--- config.mk ---
export PLATFORM = sky130hd
export DESIGN_NAME = dat_page_table_walker_core
export DESIGN_NICKNAME = d
export VERILOG_FILES = /design/src/hdl/dpt_pkg.sv /design/src/hdl/dat_page_table_walker_core.sv /design/src/hdl/dpt_step.sv
export SDC_FILE = /design/constraint.sdc
export NUM_CORES = 1
export LEC_CHECK = 0
export ABC_AREA = 1
export BUFFER_PORTS_ARGS = -buffer_cell sky130_fd_sc_hd__buf_2
export CAP_MARGIN = 5
export CORE_AREA = 4 4 253 255
export CTS_CLUSTER_SIZE = 14
export DETAILED_ROUTE_END_ITERATION = 6
export DIE_AREA = 0 0 257 259
export GPL_TIMING_DRIVEN = 0
export PLACE_DENSITY = 0.73
export SYNTH_ARGS = -nofsm -noshare
export SYNTH_HDL_FRONTEND = slang
export SYNTH_SLANG_ARGS = --single-unit
--- constraint.sdc ---
create_clock -name i_clk -period 21.9 [get_ports i_clk]
set_input_delay 4.38 -clock i_clk [delete_from_list [all_inputs] [get_ports i_clk]]
set_output_delay 4.38 -clock i_clk [all_outputs]
set_load 0.01 [all_outputs]
--- src/hdl/dpt_pkg.sv ---
// dpt_pkg: types, codes and table-entry helpers for the dat page table walker
// no dependencies; used by dpt_step and dat_page_table_walker_core
`timescale 1ns / 1ps
`default_nettype none

package dpt_pkg;

    // walk phase codes
    localparam logic [1:0] PH_IDLE  = 2'd0;
    localparam logic [1:0] PH_ROOT  = 2'd1;
    localparam logic [1:0] PH_ENTRY = 2'd2;

    // translation levels
    localparam logic [2:0] LVL_PAGE    = 3'd0;
    localparam logic [2:0] LVL_SEGMENT = 3'd1;
    localparam logic [2:0] LVL_REGION3 = 3'd2;
    localparam logic [2:0] LVL_REGION2 = 3'd3;
    localparam logic [2:0] LVL_REGION1 = 3'd4;

    // item actions and result kinds
    localparam logic ACT_START = 1'b0;
    localparam logic ACT_RESP  = 1'b1;
    localparam logic KIND_REQ  = 1'b0;
    localparam logic KIND_DONE = 1'b1;

    // configuration register indexes
    localparam logic CFG_TABLE_ORIGIN = 1'b0;
    localparam logic CFG_BYTE_SWAP    = 1'b1;

    // entry bits
    localparam int unsigned REGION_INV_BIT  = 5;
    localparam int unsigned SEGMENT_INV_BIT = 5;
    localparam int unsigned PAGE_INV_BIT    = 10;
    localparam int unsigned LARGE_BIT       = 10;

    localparam logic [11:0] FULL_LEN = 12'd2048;

    typedef struct packed {
        logic        action;
        logic [63:0] start_va;
        logic [63:0] mem_data;
    } t_in;

    typedef struct packed {
        logic        kind;
        logic [63:0] mem_addr;
        logic        mapped;
        logic [63:0] phys_addr;
        logic [63:0] virt_base;
        logic [63:0] next_virt_addr;
        logic [2:0]  map_level;
    } t_out;

    typedef struct packed {
        logic [1:0]  phase;
        logic [2:0]  level;
        logic [63:0] va;
        logic [63:0] tbl;
    } t_walk;

    typedef struct packed {
        logic [63:0] table_origin;
        logic        byte_swap;
    } t_cfg;

    function automatic logic [2:0] clamp_level(input logic [2:0] lvl);
        clamp_level = (lvl > LVL_REGION1) ? LVL_REGION1 : lvl;
    endfunction

    // mask that keeps the bits at and above the level's shift
    function automatic logic [63:0] level_mask(input logic [2:0] lvl);
        logic [63:0] m;
        begin
            case (clamp_level(lvl))
                LVL_PAGE:    m = ~64'h0000_0000_0000_0fff;
                LVL_SEGMENT: m = ~64'h0000_0000_000f_ffff;
                LVL_REGION3: m = ~64'h0000_0000_7fff_ffff;
                LVL_REGION2: m = ~64'h0000_03ff_ffff_ffff;
                default:     m = ~64'h001f_ffff_ffff_ffff;
            endcase
            level_mask = m;
        end
    endfunction

    // table index of va at a level: 8 bits for pages, 11 bits above
    function automatic logic [10:0] level_index(input logic [2:0] lvl,
                                                input logic [63:0] va);
        logic [10:0] idx;
        begin
            case (clamp_level(lvl))
                LVL_PAGE:    idx = {3'b000, va[19:12]};
                LVL_SEGMENT: idx = va[30:20];
                LVL_REGION3: idx = va[41:31];
                LVL_REGION2: idx = va[52:42];
                default:     idx = va[63:53];
            endcase
            level_index = idx;
        end
    endfunction

    function automatic logic [63:0] swap64(input logic [63:0] v);
        logic [63:0] r;
        begin
            for (int i = 0; i < 8; i++) begin
                r[8*i +: 8] = v[8*(7-i) +: 8];
            end
            swap64 = r;
        end
    endfunction

endpackage

`default_nettype wire

--- src/hdl/dat_page_table_walker_core.sv ---
// dat_page_table_walker_core: top level of the dat page table walker
// depends on dpt_pkg and dpt_step
`timescale 1ns / 1ps
`default_nettype none

//  channel | handshake                | payload           | direction
//  --------+--------------------------+-------------------+----------
//  in      | i_in_valid / o_in_ready  | i_in_data (t_in)  | into core
//  out     | o_out_valid / i_out_ready| o_out_data (t_out)| out of core
//  cfg     | i_cfg_we                 | i_cfg_idx, data   | into core
//
// one beat per cycle while the result channel is ready; a beat lands in the input
// register, is decoded there by dpt_step and moves to the result register on advance
// the walk state updates as each beat leaves the input register, so the next
// beat always sees the entry decode of the one before it
// i_rst_n is synchronous, active low; clears walk state, config and valids
// a stalled result register holds the input stage; responses while idle are dropped

module dat_page_table_walker_core (
    input  wire                 i_clk,
    input  wire                 i_rst_n,
    // item channel
    input  wire                 i_in_valid,
    output logic                o_in_ready,
    input  wire dpt_pkg::t_in   i_in_data,
    // result channel
    output logic                o_out_valid,
    input  wire                 i_out_ready,
    output dpt_pkg::t_out       o_out_data,
    // configuration writes
    input  wire                 i_cfg_we,
    input  wire                 i_cfg_idx,
    input  wire [63:0]          i_cfg_data
);

    // input register
    logic            r_in_vld;
    dpt_pkg::t_in    r_in;

    // result register
    logic            r_out_vld;
    dpt_pkg::t_out   r_out;

    // walk state and config
    dpt_pkg::t_walk  r_st;
    dpt_pkg::t_walk  n_st;
    dpt_pkg::t_cfg   r_cfg;

    dpt_pkg::t_out   step_res;
    logic            step_vld;
    logic            adv;

    // the input beat moves on when the result register is free or draining
    assign adv        = r_in_vld && (!r_out_vld || i_out_ready);
    assign o_in_ready = !r_in_vld || adv;

    dpt_step u_step (
        .i_cfg     (r_cfg),
        .i_st      (r_st),
        .i_item    (r_in),
        .o_st      (n_st),
        .o_res     (step_res),
        .o_res_vld (step_vld)
    );

    always_ff @(posedge i_clk) begin
        if (!i_rst_n) begin
            r_in_vld <= 1'b0;
        end else if (o_in_ready) begin
            r_in_vld <= i_in_valid;
        end
    end

    always_ff @(posedge i_clk) begin
        if (i_in_valid && o_in_ready) begin
            r_in <= i_in_data;
        end
    end

    // walk state commits when a beat is decoded
    always_ff @(posedge i_clk) begin
        if (!i_rst_n) begin
            r_st.phase <= dpt_pkg::PH_IDLE;
            r_st.level <= dpt_pkg::LVL_PAGE;
            r_st.va    <= '0;
            r_st.tbl   <= '0;
        end else if (adv) begin
            r_st <= n_st;
        end
    end

    always_ff @(posedge i_clk) begin
        if (!i_rst_n) begin
            r_cfg.table_origin <= '0;
            r_cfg.byte_swap    <= 1'b0;
        end else if (i_cfg_we) begin
            case (i_cfg_idx)
                dpt_pkg::CFG_TABLE_ORIGIN: r_cfg.table_origin <= i_cfg_data;
                dpt_pkg::CFG_BYTE_SWAP:    r_cfg.byte_swap    <= i_cfg_data[0];
                default:                   r_cfg              <= r_cfg;
            endcase
        end
    end

    always_ff @(posedge i_clk) begin
        if (!i_rst_n) begin
            r_out_vld <= 1'b0;
        end else if (adv) begin
            r_out_vld <= step_vld;
        end else if (i_out_ready) begin
            r_out_vld <= 1'b0;
        end
    end

    always_ff @(posedge i_clk) begin
        if (adv && step_vld) begin
            r_out <= step_res;
        end
    end

    assign o_out_valid = r_out_vld;
    assign o_out_data  = r_out;

endmodule

`default_nettype wire

--- src/hdl/dpt_step.sv ---
// dpt_step: decodes one beat against the walk state, gives next state and result
// depends on dpt_pkg
`timescale 1ns / 1ps
`default_nettype none

module dpt_step (
    input  wire dpt_pkg::t_cfg  i_cfg,
    input  wire dpt_pkg::t_walk i_st,
    input  wire dpt_pkg::t_in   i_item,
    output dpt_pkg::t_walk      o_st,
    output dpt_pkg::t_out       o_res,
    output logic                o_res_vld
);

    always_comb begin
        logic [63:0] e;
        logic [2:0]  lvl;
        logic        do_desc;
        logic [2:0]  d_lvl;
        logic [63:0] d_tbl;
        logic [11:0] d_len;
        logic [10:0] d_off;
        logic [10:0] idx;
        logic [10:0] diff;
        logic        fin;
        logic [2:0]  f_lvl;
        logic        f_map;
        logic [63:0] f_phys;
        logic [63:0] m;

        o_st      = i_st;
        o_res     = '0;
        o_res_vld = 1'b0;
        e         = i_cfg.byte_swap ? dpt_pkg::swap64(i_item.mem_data) : i_item.mem_data;
        lvl       = dpt_pkg::clamp_level(i_st.level);
        do_desc   = 1'b0;
        d_lvl     = dpt_pkg::LVL_PAGE;
        d_tbl     = i_st.tbl;
        d_len     = dpt_pkg::FULL_LEN;
        d_off     = '0;
        fin       = 1'b0;
        f_lvl     = lvl;
        f_map     = 1'b0;
        f_phys    = '0;

        if (i_item.action == dpt_pkg::ACT_START) begin
            o_st.phase = dpt_pkg::PH_ROOT;
            o_st.level = dpt_pkg::LVL_PAGE;
            o_st.va    = i_item.start_va;
            o_st.tbl   = {i_cfg.table_origin[63:12], 12'h000};
            o_res_vld  = 1'b1;
            o_res.kind     = dpt_pkg::KIND_REQ;
            o_res.mem_addr = {i_cfg.table_origin[63:12], 12'h000};
        end else if (i_st.phase == dpt_pkg::PH_ROOT) begin
            // table type bits of the root entry give the starting level
            do_desc = 1'b1;
            d_lvl   = 3'd1 + {1'b0, e[3:2]};
        end else if (i_st.phase == dpt_pkg::PH_ENTRY) begin
            if (lvl >= dpt_pkg::LVL_REGION3) begin
                d_len = {({1'b0, e[1:0]} + 3'd1), 9'h000};
                d_off = {e[7:6], 9'h000};
            end
            if ((lvl == dpt_pkg::LVL_PAGE && e[dpt_pkg::PAGE_INV_BIT]) ||
                (lvl == dpt_pkg::LVL_SEGMENT && e[dpt_pkg::SEGMENT_INV_BIT]) ||
                (lvl >= dpt_pkg::LVL_REGION3 && e[dpt_pkg::REGION_INV_BIT])) begin
                fin = 1'b1;
            end else if (lvl == dpt_pkg::LVL_SEGMENT && e[dpt_pkg::LARGE_BIT]) begin
                fin    = 1'b1;
                f_map  = 1'b1;
                f_phys = {e[63:20], 20'h0};
            end else if (lvl == dpt_pkg::LVL_REGION3 && e[dpt_pkg::LARGE_BIT]) begin
                fin    = 1'b1;
                f_map  = 1'b1;
                f_phys = {e[63:31], 31'h0};
            end else if (lvl == dpt_pkg::LVL_PAGE) begin
                fin    = 1'b1;
                f_map  = 1'b1;
                f_phys = {e[63:12], 12'h000};
            end else begin
                do_desc = 1'b1;
                d_lvl   = lvl - 3'd1;
                d_tbl   = (lvl == dpt_pkg::LVL_SEGMENT) ? {e[63:11], 11'h000}
                                                        : {e[63:12], 12'h000};
            end
        end

        // descend: index the child table, or end the walk when out of range
        idx  = dpt_pkg::level_index(d_lvl, i_st.va);
        diff = idx - d_off;
        if (do_desc) begin
            o_st.level = d_lvl;
            o_st.tbl   = d_tbl;
            if (idx < d_off || {1'b0, diff} >= d_len) begin
                fin   = 1'b1;
                f_lvl = d_lvl;
            end else begin
                o_st.phase     = dpt_pkg::PH_ENTRY;
                o_res_vld      = 1'b1;
                o_res.kind     = dpt_pkg::KIND_REQ;
                o_res.mem_addr = d_tbl + {50'h0, diff, 3'b000};
            end
        end

        m = dpt_pkg::level_mask(f_lvl);
        if (fin) begin
            o_st.phase           = dpt_pkg::PH_IDLE;
            o_res_vld            = 1'b1;
            o_res.kind           = dpt_pkg::KIND_DONE;
            o_res.mapped         = f_map;
            o_res.phys_addr      = f_phys;
            o_res.virt_base      = i_st.va & m;
            o_res.next_virt_addr = (i_st.va | ~m) + 64'd1;
            o_res.map_level      = dpt_pkg::clamp_level(f_lvl);
        end
    end

endmodule

`default_nettype wire
==> flow_summary_export.csv <==
group,metric,value,unit
cts,cts_tree,"built",
floorplanning,start_util,39.7,%
cts,cts_max_path_buffers,3,
grt,grt_use_total,25.9,%
grt,grt_pass1_vias,20500,
power_and_ir_drop,totalPowerFinal,0.00230,W
sta,finClkSkew,0.0331,ns
cts,cts-buffers-inserted,54,
yosys,syn_area,24500,um^2
floorplanning,coreArea,61600,um^2
setup_path,startpoint_type,"input port",
floorplanning,design.die.area,66600,um^2
yosys,synthArstFlopShare,0,%
flow_run,drv_cap,0,
cts,cts_sinks,518,
sta,slew_headroom,8.08,%
drt,first_pass_iters,6,
layout,final_cell_area,29800,um^2
cts,cts_setup_buffers,0,
grt,grt_max_degree,82,
grt,grt_util_met1,32.2,%
layout,area_delta_synth_final,21.8,%
grt,met3_usage,4.10,%
yosys,yosysWarnings,0,
layout,most-common-layout-cells,"496 x nand2_1, 409 x buf_2, 402 x nor2_1",
floorplanning,die_h,259,um
placed_design,portBuffers,401,
grt,gr-usage-met2,45.1,%
yosys,ys.flop_type,"edfxtp_1",
grt,antenna_found_initial,5,
floorplanning,chipWidth,257,um
setup_path,r2r_slack,12.88,ns
cts,clk_latency,0.62,ns
power_and_ir_drop,p_per_area,77.4,nW/um^2
power_and_ir_drop,peakVddDrop,0.0652,mV
yosys,synth-edff-count,342,
layout,fin_util,48.3,%
setup_path,cp_common_cell,"buf_2",
yosys,yosys.cell_types.count,53,
layout,finalNonFillerCells,4169,
sta,worst_pin_slew,1.37,ns
layout,final_common_cell,"nand2_1",
drt,viasPerCell,5.16,
setup_path,path_class,"input port to output port",
sta,setup_viol,0,
sta,finalCritPeriodShare,43.7,%
placed_design,placedCellCount,4066,
drt,wl_per_cell,21.5,um
drt,ant_nets,0,
power_and_ir_drop,leakagePower,12.3,nW
yosys,syn_inst,2784,
sta,rsz0062_at_grt,"no",
setup_path,crit_path_top_delay_cell,"nand3_1",
placed_design,place_congestion,1.01,
yosys,ys_seq_area_share,56.4,%
run_status,status,"completed",
cts,cts_resized,0,
floorplanning,fp-row-count,91,
layout,drive_gt1_share,20.0,%
grt,grt_pass1_wl,129000,um
setup_path,critPathCaptureType,"output port",
setup_path,path_buf_inv,3,
drt,vias,21500,
cts,cts_hold_buf,0,
drt,drc,0,
min_path,hold_class,"register to register",
drt,drt_iter0_drc,2227,
cts,cts_root_buf,"clkbuf_16",
setup_path,cp_max_fo,3,
setup_path,crit_path_max_incr_delay,0.30,ns
sta,fin_crit,9.57,ns
placed_design,dpl.hpwl,69900,um
placed_design,placed_area,27900,um^2
layout,fin_nets,3502,
setup_path,cp.arrival,5.19,ns
floorplanning,io_pins,462,
grt,grt_overflow,0,
layout,fillerInstances,5981,
sta,hold_viol_final,0,
cts,h-tree-depth,2,
yosys,synth_seq_cells,518,
cts,path_clk_slew,0.06,ns
sta,slew_violations,0,
setup_path,crit_chain,"buf_2 -> inv_1 -> nand3_1 -> buf_2",
grt,busiest_layer,"met2",
drt,routed_wl,89800,um
sta,fmax,104,MHz
setup_path,crit_family,"buffers and inverters",
setup_path,cp.required,17.52,ns
yosys,synth_area_per_cell,8.78,um^2
[area by class of cell]
class | count | area [um^2] | share of cell area [%]
Clock inverter | 38 | 467 | 1.57
Sequential cell | 518 | 13800 | 46.3
Tap cell | 837 | 1050 | 3.52
Antenna cell | 1 | 2.50 | 0.00840
Clock buffer | 64 | 1450 | 4.88
Timing Repair Buffer | 410 | 2210 | 7.42
Inverter | 306 | 1160 | 3.88
Multi-Input combinational cell | 1836 | 8850 | 29.7
Buffer | 159 | 806 | 2.71
[sequential cells by signal, summed over array words and instances (netlist names)]
signal and count:
r_in 117, r_in_vld 1, r_st 121, o_out_valid 1
o_out_data 225, r_cfg 53
[cell families (layout without fill, tap and decap cells)]
| kind of cell | count (synthesis) | after routing | share of synthesized area (%) |
|---|---|---|---|
| and+or+nand+nor | 1192 | 1192 | 21.0 |
| AOI/OAI and AO/OA | 549 | 549 | 12.1 |
| DFF | 518 | 518 | 56.4 |
| buffers and inverters | 465 | 977 | 8.00 |
| xor gates and xnor gates | 40 | 40 | 1.43 |
| adders and majority gates | 18 | 18 | 0.982 |
| other | 1 | 37 | 0.0153 |
| muxes | 1 | 1 | 0.0409 |
[Yosys cell counts (48+ instances only)]
library cell	n	area (um^2)
nor2_1	402	1510
edfxtp_1	342	10300
nand3_1	101	505
dfxtp_1	176	3520
nor3_1	49	245
a21oi_1	119	596
clkbuf_1	92	345
o21ai_0	317	1590
a31oi_1	56	350
inv_1	293	1100
nand2_1	496	1860
or2_2	48	300
[path summary, 6_finish.rpt]
| kind | endpoint | depth (start not counted) | start |
|---|---|---|---|
| worst max-delay path | o_in_ready | 4 | i_out_ready |
| worst min-delay path | r_st[4] | 2 | r_st[4] |
| worst max register to register | o_out_data[210] | 32 | r_cfg[0] |
| worst min register to register | r_st[4] | 2 | r_st[4] |
[worst reg2reg max path: cells and delay by family, from the launching register on]
kind	cells	cell delay, ns
AOI/OAI and AO/OA	6	1.27
adders and majority gates	3	1.19
buffers and inverters	10	4.22
DFF	1	0.30
and+or+nand+nor	13	1.66
[per-layer routing]
| metal | vias to the layer above | part of all wire (%) | routed length (um) |
|---|---|---|---|
| met5 | - | 0.028 | 25 |
| met4 | 4 | 4.6 | 4110 |
| met3 | 182 | 7.8 | 7020 |
| met2 | 1004 | 49 | 43700 |
| met1 | 10000 | 39 | 34900 |
| li1 | 10300 | - | - |
[report_power, final]
part	switching, W	total [W]	internal (W)
logic	0.000143	0.000204	0.0000619
registers	0.0000225	0.00111	0.00108
clock network	0.000400	0.000993	0.000593
total	0.000565	0.00230	0.00174
[through the flow]
step | setup slack, ns | setup TNS [ns] | hold WS (ns)
after global placement | -7.35 | -1648.84 | 0.438
after CTS | 12.39 | 0 | 0.455
final | 12.33 | 0 | 0.454
after floorplan | 0.480 | 0 | 0.428
after global routing | 12.26 | 0 | 0.478
after detailed placement | 12.39 | 0 | 0.445
Note: power is estimated with default switching activity, not from simulation.
